`config.mk`:
```
export PLATFORM = sky130hd
export DESIGN_NAME = servo_slew_rate_limiter_flat
export DESIGN_NICKNAME = d
export VERILOG_FILES = /design/src/hdl/ssrl_pkg.sv /design/src/hdl/ssrl_if.sv /design/src/hdl/ssrl_cfg.sv /design/src/hdl/ssrl_front.sv /design/src/hdl/ssrl_step.sv /design/src/hdl/ssrl_core.sv /design/src/hdl/servo_slew_rate_limiter.sv /design/src/flat_wrapper.sv
export SDC_FILE = /design/constraint.sdc
export NUM_CORES = 2
export LEC_CHECK = 0
export BUFFER_PORTS_ARGS = -buffer_cell sky130_fd_sc_hd__buf_2
export CORE_UTILIZATION = 60
export CTS_CLUSTER_DIAMETER = 60
export DETAILED_ROUTE_END_ITERATION = 6
export GPL_ROUTABILITY_DRIVEN = 0
export PLACE_DENSITY = 0.73
export SLEW_MARGIN = 20
export SYNTH_ARGS = -nofsm -noshare
export SYNTH_HDL_FRONTEND = slang
export SYNTH_HIERARCHICAL = 1
export SYNTH_SLANG_ARGS = --single-unit
```
`constraint.sdc`:
```
create_clock -name clk -period 8.7 [get_ports clk]
set_input_delay 0.87 -clock clk [delete_from_list [all_inputs] [get_ports clk]]
set_output_delay 0.87 -clock clk [all_outputs]
set_load 0.02 [all_outputs]
```
`src/hdl/ssrl_pkg.sv`:
```
// Shared types, codes and constants for the servo slew rate limiter.
`timescale 1ns / 1ps
`default_nettype none

package ssrl_pkg;

    localparam int ANGLE_W   = 16;
    localparam int RATE_W    = 24;
    localparam int EPS_W     = 8;
    localparam int TIME_W    = 32;
    localparam int DEG_W     = 9;
    localparam int CFG_IDX_W = 3;
    localparam int CFG_DAT_W = 24;
    localparam int PROD_W    = RATE_W + TIME_W;
    localparam int SAT_W     = 26;
    localparam int STEP_W    = 17;
    localparam int RECIP_SH  = 36;
    localparam int RECIP_W   = 27;

    // ceil(2^36 / 1000): exact floor division by 1000 for inputs below 2^26
    localparam logic [RECIP_W-1:0] RECIP_1000 = RECIP_W'(68719477);

    typedef enum logic [1:0] {
        REQ_SET_TARGET    = 2'd0,
        REQ_SET_IMMEDIATE = 2'd1,
        REQ_TICK          = 2'd2,
        REQ_RESTART       = 2'd3
    } req_e;

    typedef enum logic [CFG_IDX_W-1:0] {
        CFG_MIN_ANGLE     = 3'd0,
        CFG_MAX_ANGLE     = 3'd1,
        CFG_INITIAL_ANGLE = 3'd2,
        CFG_MAX_RATE      = 3'd3,
        CFG_ANGLE_EPSILON = 3'd4
    } cfg_idx_e;

    localparam logic [ANGLE_W-1:0] RST_MIN_ANGLE     = 16'd0;
    localparam logic [ANGLE_W-1:0] RST_MAX_ANGLE     = 16'd46080;
    localparam logic [ANGLE_W-1:0] RST_INITIAL_ANGLE = 16'd23040;
    localparam logic [RATE_W-1:0]  RST_MAX_RATE      = 24'd15360;
    localparam logic [EPS_W-1:0]   RST_ANGLE_EPSILON = 8'd3;

    localparam logic [ANGLE_W-1:0] RST_LO =
        (RST_MIN_ANGLE < RST_MAX_ANGLE) ? RST_MIN_ANGLE : RST_MAX_ANGLE;
    localparam logic [ANGLE_W-1:0] RST_HI =
        (RST_MIN_ANGLE < RST_MAX_ANGLE) ? RST_MAX_ANGLE : RST_MIN_ANGLE;
    localparam logic [ANGLE_W-1:0] RST_POSITION =
        (RST_INITIAL_ANGLE < RST_LO) ? RST_LO :
        (RST_INITIAL_ANGLE > RST_HI) ? RST_HI : RST_INITIAL_ANGLE;

    typedef struct packed {
        logic [ANGLE_W-1:0] min_angle;
        logic [ANGLE_W-1:0] max_angle;
        logic [ANGLE_W-1:0] initial_angle;
        logic [RATE_W-1:0]  max_rate;
        logic [EPS_W-1:0]   angle_epsilon;
    } cfg_t;

    typedef struct packed {
        req_e               req;
        logic [ANGLE_W-1:0] angle;
        logic               first;
        logic [TIME_W-1:0]  elapsed;
    } front_t;

    typedef struct packed {
        req_e               req;
        logic [ANGLE_W-1:0] angle;
        logic               first;
        logic               elapsed_nz;
        logic               big;
        logic [STEP_W-1:0]  step;
    } step_t;

endpackage

`default_nettype wire

```
`src/hdl/ssrl_if.sv`:
```
// Channel interfaces: command, result and configuration write.
`timescale 1ns / 1ps
`default_nettype none

interface ssrl_cmd_if
    import ssrl_pkg::*;
();
    logic               valid;
    logic               ready;
    logic [1:0]         req_type;
    logic [ANGLE_W-1:0] angle;
    logic [TIME_W-1:0]  now_ms;

    modport source (output valid, req_type, angle, now_ms, input ready);
    modport sink   (input valid, req_type, angle, now_ms, output ready);
endinterface

interface ssrl_res_if
    import ssrl_pkg::*;
();
    logic               valid;
    logic               ready;
    logic               write_valid;
    logic [DEG_W-1:0]   servo_degrees;
    logic [ANGLE_W-1:0] current_angle;
    logic [ANGLE_W-1:0] target_angle;

    modport source (output valid, write_valid, servo_degrees, current_angle, target_angle,
                    input ready);
    modport sink   (input valid, write_valid, servo_degrees, current_angle, target_angle,
                    output ready);
endinterface

interface ssrl_cfg_if
    import ssrl_pkg::*;
();
    logic                 valid;
    logic                 ready;
    logic [CFG_IDX_W-1:0] index;
    logic [CFG_DAT_W-1:0] data;

    modport source (output valid, index, data, input ready);
    modport sink   (input valid, index, data, output ready);
endinterface

`default_nettype wire

```
`src/hdl/ssrl_cfg.sv`:
```
// Configuration register bank.
`timescale 1ns / 1ps
`default_nettype none

module ssrl_cfg
    import ssrl_pkg::*;
(
    input  wire logic   clk,
    input  wire logic   rst_n,
    ssrl_cfg_if.sink    cfg,
    output cfg_t        regs
);

    cfg_t regs_reg;
    cfg_t regs_next;

    assign cfg.ready = 1'b1;
    assign regs      = regs_reg;

    always_comb
    begin
        regs_next = regs_reg;
        if (cfg.valid)
        begin
            unique case (cfg.index)
                CFG_MIN_ANGLE:     regs_next.min_angle     = cfg.data[ANGLE_W-1:0];
                CFG_MAX_ANGLE:     regs_next.max_angle     = cfg.data[ANGLE_W-1:0];
                CFG_INITIAL_ANGLE: regs_next.initial_angle = cfg.data[ANGLE_W-1:0];
                CFG_MAX_RATE:      regs_next.max_rate      = cfg.data[RATE_W-1:0];
                CFG_ANGLE_EPSILON: regs_next.angle_epsilon = cfg.data[EPS_W-1:0];
                default:           regs_next = regs_reg;
            endcase
        end
    end

    always_ff @(posedge clk or negedge rst_n)
    begin
        if (!rst_n)
        begin
            regs_reg.min_angle     <= RST_MIN_ANGLE;
            regs_reg.max_angle     <= RST_MAX_ANGLE;
            regs_reg.initial_angle <= RST_INITIAL_ANGLE;
            regs_reg.max_rate      <= RST_MAX_RATE;
            regs_reg.angle_epsilon <= RST_ANGLE_EPSILON;
        end
        else
        begin
            regs_reg <= regs_next;
        end
    end

endmodule

`default_nettype wire

```
`src/hdl/ssrl_front.sv`:
```
// Input register stage: tick time tracking and elapsed time.
`timescale 1ns / 1ps
`default_nettype none

module ssrl_front
    import ssrl_pkg::*;
(
    input  wire logic   clk,
    input  wire logic   rst_n,
    ssrl_cmd_if.sink    cmd,
    input  wire logic   down_ready,
    output logic        s1_valid,
    output front_t      s1
);

    logic              valid_reg;
    front_t            s1_reg;
    logic [TIME_W-1:0] last_tick_reg;
    logic [TIME_W-1:0] last_tick_next;
    logic              have_tick_reg;
    logic              have_tick_next;
    logic              en;
    logic              accept;
    req_e              req;

    assign en        = !valid_reg || down_ready;
    assign cmd.ready = en;
    assign accept    = cmd.valid && en;
    assign req       = req_e'(cmd.req_type);
    assign s1_valid  = valid_reg;
    assign s1        = s1_reg;

    always_comb
    begin
        last_tick_next = last_tick_reg;
        have_tick_next = have_tick_reg;
        if (accept)
        begin
            unique case (req)
                REQ_SET_IMMEDIATE, REQ_RESTART:
                    have_tick_next = 1'b0;
                REQ_TICK:
                begin
                    last_tick_next = cmd.now_ms;
                    have_tick_next = 1'b1;
                end
                default:
                    have_tick_next = have_tick_reg;
            endcase
        end
    end

    always_ff @(posedge clk or negedge rst_n)
    begin
        if (!rst_n)
        begin
            valid_reg     <= 1'b0;
            last_tick_reg <= '0;
            have_tick_reg <= 1'b0;
        end
        else
        begin
            if (en)
            begin
                valid_reg <= cmd.valid;
            end
            last_tick_reg <= last_tick_next;
            have_tick_reg <= have_tick_next;
        end
    end

    always_ff @(posedge clk)
    begin
        if (accept)
        begin
            s1_reg.req     <= req;
            s1_reg.angle   <= cmd.angle;
            s1_reg.first   <= !have_tick_reg;
            s1_reg.elapsed <= cmd.now_ms - last_tick_reg;
        end
    end

endmodule

`default_nettype wire

```
`src/hdl/ssrl_step.sv`:
```
// Step size stages: rate times elapsed, then floor division by 1000.
`timescale 1ns / 1ps
`default_nettype none

module ssrl_step
    import ssrl_pkg::*;
(
    input  wire logic          clk,
    input  wire logic          rst_n,
    input  wire logic [RATE_W-1:0] max_rate,
    input  wire logic          s1_valid,
    input  front_t             s1,
    output logic               up_ready,
    input  wire logic          down_ready,
    output logic               s3_valid,
    output step_t              s3
);

    logic                      v2_reg;
    logic                      v3_reg;
    logic                      en2;
    logic                      en3;
    req_e                      req2_reg;
    logic [ANGLE_W-1:0]        angle2_reg;
    logic                      first2_reg;
    logic                      nz2_reg;
    logic                      big2_reg;
    logic [SAT_W-1:0]          sat2_reg;
    logic [PROD_W-1:0]         prod;
    logic [SAT_W+RECIP_W-1:0]  quot_prod;
    step_t                     s3_reg;

    assign en3      = !v3_reg || down_ready;
    assign en2      = !v2_reg || en3;
    assign up_ready = en2;
    assign s3_valid = v3_reg;
    assign s3       = s3_reg;

    assign prod      = PROD_W'(max_rate) * PROD_W'(s1.elapsed);
    assign quot_prod = (SAT_W+RECIP_W)'(sat2_reg) * (SAT_W+RECIP_W)'(RECIP_1000);

    always_ff @(posedge clk or negedge rst_n)
    begin
        if (!rst_n)
        begin
            v2_reg <= 1'b0;
            v3_reg <= 1'b0;
        end
        else
        begin
            if (en2)
            begin
                v2_reg <= s1_valid;
            end
            if (en3)
            begin
                v3_reg <= v2_reg;
            end
        end
    end

    always_ff @(posedge clk)
    begin
        if (en2 && s1_valid)
        begin
            req2_reg   <= s1.req;
            angle2_reg <= s1.angle;
            first2_reg <= s1.first;
            nz2_reg    <= |s1.elapsed;
            big2_reg   <= |prod[PROD_W-1:SAT_W];
            sat2_reg   <= prod[SAT_W-1:0];
        end
        if (en3 && v2_reg)
        begin
            s3_reg.req        <= req2_reg;
            s3_reg.angle      <= angle2_reg;
            s3_reg.first      <= first2_reg;
            s3_reg.elapsed_nz <= nz2_reg;
            s3_reg.big        <= big2_reg;
            s3_reg.step       <= quot_prod[RECIP_SH+STEP_W-1:RECIP_SH];
        end
    end

endmodule

`default_nettype wire

```
`src/hdl/ssrl_core.sv`:
```
// Position state update and result register.
`timescale 1ns / 1ps
`default_nettype none

module ssrl_core
    import ssrl_pkg::*;
(
    input  wire logic   clk,
    input  wire logic   rst_n,
    input  cfg_t        regs,
    input  wire logic   s3_valid,
    input  step_t       s3,
    output logic        up_ready,
    ssrl_res_if.source  res
);

    logic               ovalid_reg;
    logic [ANGLE_W-1:0] cur_reg;
    logic [ANGLE_W-1:0] cur_next;
    logic [ANGLE_W-1:0] tgt_reg;
    logic [ANGLE_W-1:0] tgt_next;
    logic               wr_reg;
    logic               wr_next;
    logic [DEG_W-1:0]   deg_reg;
    logic [ANGLE_W:0]   deg_sum;
    logic               take;
    logic [ANGLE_W-1:0] lo;
    logic [ANGLE_W-1:0] hi;
    logic               up;
    logic [ANGLE_W-1:0] gap;
    logic               hit;
    logic [ANGLE_W-1:0] moved;

    function automatic logic [ANGLE_W-1:0] clamp(
        input logic [ANGLE_W-1:0] a,
        input logic [ANGLE_W-1:0] l,
        input logic [ANGLE_W-1:0] h
    );
        logic [ANGLE_W-1:0] r;
        r = a;
        if (a < l)
        begin
            r = l;
        end
        else if (a > h)
        begin
            r = h;
        end
        return r;
    endfunction

    assign take     = !ovalid_reg || res.ready;
    assign up_ready = take;

    assign lo    = (regs.min_angle < regs.max_angle) ? regs.min_angle : regs.max_angle;
    assign hi    = (regs.min_angle < regs.max_angle) ? regs.max_angle : regs.min_angle;
    assign up    = tgt_reg > cur_reg;
    assign gap   = up ? (tgt_reg - cur_reg) : (cur_reg - tgt_reg);
    assign hit   = s3.big || ({1'b0, gap} <= s3.step);
    assign moved = up ? (cur_reg + s3.step[ANGLE_W-1:0]) : (cur_reg - s3.step[ANGLE_W-1:0]);

    always_comb
    begin
        cur_next = cur_reg;
        tgt_next = tgt_reg;
        wr_next  = 1'b0;
        unique case (s3.req)
            REQ_SET_TARGET:
                tgt_next = clamp(s3.angle, lo, hi);
            REQ_SET_IMMEDIATE, REQ_RESTART:
            begin
                cur_next = clamp((s3.req == REQ_SET_IMMEDIATE) ? s3.angle : regs.initial_angle,
                                 lo, hi);
                tgt_next = cur_next;
                wr_next  = 1'b1;
            end
            REQ_TICK:
            begin
                if (!s3.first && s3.elapsed_nz)
                begin
                    if (gap <= ANGLE_W'(regs.angle_epsilon))
                    begin
                        cur_next = tgt_reg;
                    end
                    else if (s3.big || (s3.step != '0))
                    begin
                        cur_next = clamp(hit ? tgt_reg : moved, lo, hi);
                        wr_next  = 1'b1;
                    end
                end
            end
            default:
                cur_next = cur_reg;
        endcase
    end

    assign deg_sum = {1'b0, cur_next} + (ANGLE_W+1)'(128);

    always_ff @(posedge clk or negedge rst_n)
    begin
        if (!rst_n)
        begin
            ovalid_reg <= 1'b0;
            cur_reg    <= RST_POSITION;
            tgt_reg    <= RST_POSITION;
        end
        else if (take)
        begin
            ovalid_reg <= s3_valid;
            if (s3_valid)
            begin
                cur_reg <= cur_next;
                tgt_reg <= tgt_next;
            end
        end
    end

    always_ff @(posedge clk)
    begin
        if (take && s3_valid)
        begin
            wr_reg  <= wr_next;
            deg_reg <= deg_sum[ANGLE_W:ANGLE_W-DEG_W+1];
        end
    end

    assign res.valid         = ovalid_reg;
    assign res.write_valid   = wr_reg;
    assign res.servo_degrees = deg_reg;
    assign res.current_angle = cur_reg;
    assign res.target_angle  = tgt_reg;

endmodule

`default_nettype wire

```
`src/hdl/servo_slew_rate_limiter.sv`:
```
// Top level of the servo slew rate limiter.
//
//   channel  dir  beat contents
//   cmd      in   req_type, angle, now_ms
//   res      out  write_valid, servo_degrees, current_angle, target_angle
//   cfg      in   index, data (register write, always ready)
//
// Four register stages: input, rate product, step quotient, result.
// One command per cycle sustained while the result side is ready.
// The result stage holds the angle state; stalls back up stage by stage.
// Reset loads register defaults and the clamped initial angle.
`timescale 1ns / 1ps
`default_nettype none

module servo_slew_rate_limiter
    import ssrl_pkg::*;
(
    input  wire logic   clk,
    input  wire logic   rst_n,
    ssrl_cmd_if.sink    cmd,
    ssrl_res_if.source  res,
    ssrl_cfg_if.sink    cfg
);

    cfg_t   regs;
    logic   s1_valid;
    front_t s1;
    logic   s2_ready;
    logic   s3_valid;
    step_t  s3;
    logic   core_ready;

    ssrl_cfg u_cfg (
        .clk   (clk),
        .rst_n (rst_n),
        .cfg   (cfg),
        .regs  (regs)
    );

    ssrl_front u_front (
        .clk        (clk),
        .rst_n      (rst_n),
        .cmd        (cmd),
        .down_ready (s2_ready),
        .s1_valid   (s1_valid),
        .s1         (s1)
    );

    ssrl_step u_step (
        .clk        (clk),
        .rst_n      (rst_n),
        .max_rate   (regs.max_rate),
        .s1_valid   (s1_valid),
        .s1         (s1),
        .up_ready   (s2_ready),
        .down_ready (core_ready),
        .s3_valid   (s3_valid),
        .s3         (s3)
    );

    ssrl_core u_core (
        .clk      (clk),
        .rst_n    (rst_n),
        .regs     (regs),
        .s3_valid (s3_valid),
        .s3       (s3),
        .up_ready (core_ready),
        .res      (res)
    );

endmodule

`default_nettype wire

```
`src/flat_wrapper.sv`:
```
// flat-port wrapper written by rule: the top's interface ports become plain ports
module servo_slew_rate_limiter_flat import ssrl_pkg::*;
  (clk, rst_n, cmd_valid, cmd_req_type, cmd_angle, cmd_now_ms, cmd_ready, res_valid, res_write_valid, res_servo_degrees, res_current_angle, res_target_angle, res_ready, cfg_valid, cfg_index, cfg_data, cfg_ready);
  ssrl_cmd_if cmd_i ();
  ssrl_res_if res_i ();
  ssrl_cfg_if cfg_i ();
  input  wire logic clk;
  input  wire logic rst_n;
  input wire logic [$bits(cmd_i.valid)-1:0] cmd_valid;
  input wire logic [$bits(cmd_i.req_type)-1:0] cmd_req_type;
  input wire logic [$bits(cmd_i.angle)-1:0] cmd_angle;
  input wire logic [$bits(cmd_i.now_ms)-1:0] cmd_now_ms;
  output wire logic [$bits(cmd_i.ready)-1:0] cmd_ready;
  output wire logic [$bits(res_i.valid)-1:0] res_valid;
  output wire logic [$bits(res_i.write_valid)-1:0] res_write_valid;
  output wire logic [$bits(res_i.servo_degrees)-1:0] res_servo_degrees;
  output wire logic [$bits(res_i.current_angle)-1:0] res_current_angle;
  output wire logic [$bits(res_i.target_angle)-1:0] res_target_angle;
  input wire logic [$bits(res_i.ready)-1:0] res_ready;
  input wire logic [$bits(cfg_i.valid)-1:0] cfg_valid;
  input wire logic [$bits(cfg_i.index)-1:0] cfg_index;
  input wire logic [$bits(cfg_i.data)-1:0] cfg_data;
  output wire logic [$bits(cfg_i.ready)-1:0] cfg_ready;
  assign cmd_i.valid = cmd_valid;
  assign cmd_i.req_type = cmd_req_type;
  assign cmd_i.angle = cmd_angle;
  assign cmd_i.now_ms = cmd_now_ms;
  assign cmd_ready = cmd_i.ready;
  assign res_valid = res_i.valid;
  assign res_write_valid = res_i.write_valid;
  assign res_servo_degrees = res_i.servo_degrees;
  assign res_current_angle = res_i.current_angle;
  assign res_target_angle = res_i.target_angle;
  assign res_i.ready = res_ready;
  assign cfg_i.valid = cfg_valid;
  assign cfg_i.index = cfg_index;
  assign cfg_i.data = cfg_data;
  assign cfg_ready = cfg_i.ready;
  servo_slew_rate_limiter u_core (.clk(clk), .rst_n(rst_n), .cmd(cmd_i), .res(res_i), .cfg(cfg_i));
endmodule
```
==> impl_metrics.csv <==
group,metric,value,unit
detailed_routing,drtIter0Drc,3547,
grt,first_global_vias,43900,
worst_setup_path,regToRegStartpoint,"u_core/u_core/res.current_angle[12]",
sta,rsz0062_at_grt,"false",
sta,finalMaxSlewViolations,0,
grt,grt_use_met3,5.04,%
placement,place_hpwl,121,mm
sta,setup_tns,0,ns
finish,layout-drive-gt1-share,9.94,%
hold_path,hold_class,"input pin to asynchronous set/reset pin",
grt,grt.total_usage,33.2,%
clock_tree,cts.htree.levels,2,
logic_synthesis,synth_fa_ha_area_share,46.9,%
sta,final.min_clock_period,8.32,ns
worst_setup_path,crit_type,"register to register",
worst_setup_path,crit_required,9.05,ns
logic_synthesis,syn_nets,7306,
logic_synthesis,synthMuxAreaShare,3.82,%
logic_synthesis,ys_async_sr_fraction,50.5,%
worst_setup_path,slowest_delay,0.60,ns
detailed_routing,vias_per_cell,5.95,
worst_setup_path,cp_slowest_cell,"or4_4",
worst_setup_path,arrival,8.67,ns
finish,area_growth,6.78,%
sta,post-route-period-util,95.6,%
logic_synthesis,synth_edf_count,146,
finish,fin_util,64.9,%
logic_synthesis,synth_top_family_by_area,"adder cells",
logic_synthesis,synth-seq-cells,295,
clock_tree,clk-insertion-delay-late,0.61,ns
clock_tree,path_clk_slew,0.06,ns
logic_synthesis,synth_xor_area_share,1.96,%
sta,fmax,0.120,GHz
detailed_routing,drc,8,
worst_setup_path,crit_fanout,7,
detailed_routing,final_antenna_net_count,0,
floorplan,die_w,304,um
sta,finalHoldViolCount,0,
logic_synthesis,synth_area,54800,um^2
detailed_routing,routedWlPerCell,21.6,um
detailed_routing,vias,41400,
sta,setup_viol,0,
floorplan,core,90300,um^2
logic_synthesis,synth-simple-area-share,13.4,%
detailed_routing,drt_wl_total,150,mm
logic_synthesis,avgSynthCellArea,9.64,um^2
finish,final_common_cell,"inv_1",
logic_synthesis,synth_cells,5692,
grt,grt_pass1_wl,241,mm
logic_synthesis,synth_seq_area_share,14.8,%
clock_tree,cts_buffer_depth,3,
worst_setup_path,start_kind,"register",
run_status,status,"complete, but fails checks",
grt,grt_max_degree,81,
floorplan,row_count,110,
floorplan,die_h,304,um
clock_tree,cts_tree,"yes",
worst_setup_path,crit_start,"u_core/u_core/res.current_angle[12]",
run_status,violations,"design-rule violations",
logic_synthesis,synth_compound_area_share,9.79,%
clock_tree,ctsHoldBuffers,0,
sta,slew_headroom,22.7,%
grt,use_met1,42.7,%
sta,max_slew.worst_pin.slew,1.16,ns
grt,grt_overflow_total,0,
logic_synthesis,synthFlopType,"edfxtp_1",
floorplan,io_pins,127,
finish,largest_reg_flops,80,
finish,nets,7363,
finish,fill_cells,7246,
worst_setup_path,endpoint_kind,"register",
placement,numPortBuffers,125,
logic_synthesis,synth_cell_types,115,
logic_synthesis,synth-warning-count,6,
clock_tree,numCtsBuffers,44,
grt,grt.busiest_layer,"met2",
floorplan,dieArea,92600,um^2
grt,antenna_found_initial,3,
clock_tree,clock_sinks,295,
detailed_routing,dr.pass1.iters,7,
run,max_cap_viol_count,0,
finish,final_cell_mix,"inv_1, fa_1, ha_1",
floorplan,initial_core_util,60.7,%
grt,met2_usage,54.8,%
sta,fin_skew,0.0224,ns
clock_tree,cts_root_buf,"clkbuf_16",
final cells by class:
cell class / count / area (um^2) / share of cell area (%)
clock buffers: 49 / 1190 / 2.04
inverters: 1092 / 4100 / 7.00
clock inverters: 33 / 348 / 0.594
well taps: 1176 / 1470 / 2.51
multi-input cells: 4072 / 41800 / 71.3
repair buffers: 244 / 1550 / 2.65
diodes: 1 / 2.50 / 0.00427
flip-flops and latches: 295 / 8140 / 13.9
repair_timing:
item,CTS,global route
gates resized for setup,3,18
cloned,0,0
endpoints found under the setup margin,6,12
pin swaps,0,5
buffers inserted,0,3
per-stage QoR:
stage	cell area (um^2)	hold slack, ns	setup slack (ns)	instances
after floorplan	54800	0.400	0.778	5692
after global placement	56900	0.401	0.256	6875
after detailed placement	56900	0.405	-0.0532	6876
after CTS	58500	0.318	0.0698	6958
after global routing	58600	0.358	0.0463	6962
final	58600	0.291	0.381	6962
logic make-up after synthesis:
kind of cell | Yosys count
XOR/XNOR | 123
other | 1
multiplexers | 191
adder cells (fa/ha/maj) | 1532
flip-flops | 295
AO/OA/AOI/OAI | 806
buffers and inverters | 1325
AND/OR/NAND/NOR | 1419
worst paths after layout:
path / to / slack [ns] / cells after the start
worst max-delay path: u_core/u_core/res.servo_degrees[7] / 0.38 / 29
worst min-delay path: u_core/u_core/res.current_angle[10] / 0.29 / 1
worst max register to register: u_core/u_core/res.servo_degrees[7] / 0.38 / 29
worst min register to register: u_core/u_step/s3[20] / 0.41 / 0
max in group asynchronous: u_core/u_cfg/regs[16] / 6.87 / 2
min in group clk: u_core/u_step/s3[20] / 0.41 / 0
cells in the mapped netlist (20+ instances only):
library cell	count	share of area (%)
a21o_1	68	0.93
a211oi_1	31	0.42
o21ai_0	172	1.6
dfrtp_1	127	5.8
nor3_1	43	0.39
edfxtp_1	146	8.0
fa_1	874	32
mux2_2	146	3.0
inv_1	1091	7.5
nand3_1	37	0.34
a21oi_1	216	2.0
and2_1	479	5.5
ha_1	658	15
clkbuf_1	197	1.3
nor2b_1	26	0.30
o21bai_1	25	0.34
nand2_1	491	3.4
xnor2_1	79	1.3
dfstp_2	22	1.1
o211ai_1	32	0.44
a31oi_1	34	0.39
nor2_1	153	1.0
mux2i_1	44	0.80
nand4_1	61	0.70
buf_2	20	0.18
nand2b_1	32	0.37
o21a_1	55	0.75
xor2_1	44	0.70
routing by layer:
layer | part of all wire, % | vias to the layer above
met3 | 7.7 | 418
li1 | - | 18500
met5 | 0.012 | -
met2 | 47 | 1857
met4 | 5.6 | 2
met1 | 40 | 20700
worst max-delay path: cells and delay by family, from the launching register on:
| kind | cells | cell delay (ns) |
|---|---|---|
| xor gates and xnor gates | 2 | 0.37 |
| buffers and inverters | 1 | 0.08 |
| and+or+nand+nor | 7 | 2.14 |
| DFF | 1 | 0.58 |
| AOI/OAI and AO/OA | 14 | 3.10 |
| muxes | 2 | 0.73 |
| adders and majority gates | 3 | 1.01 |
Power is not shown: default switching activity piles up to over one toggle a cycle in this logic, so the estimate is an artifact.
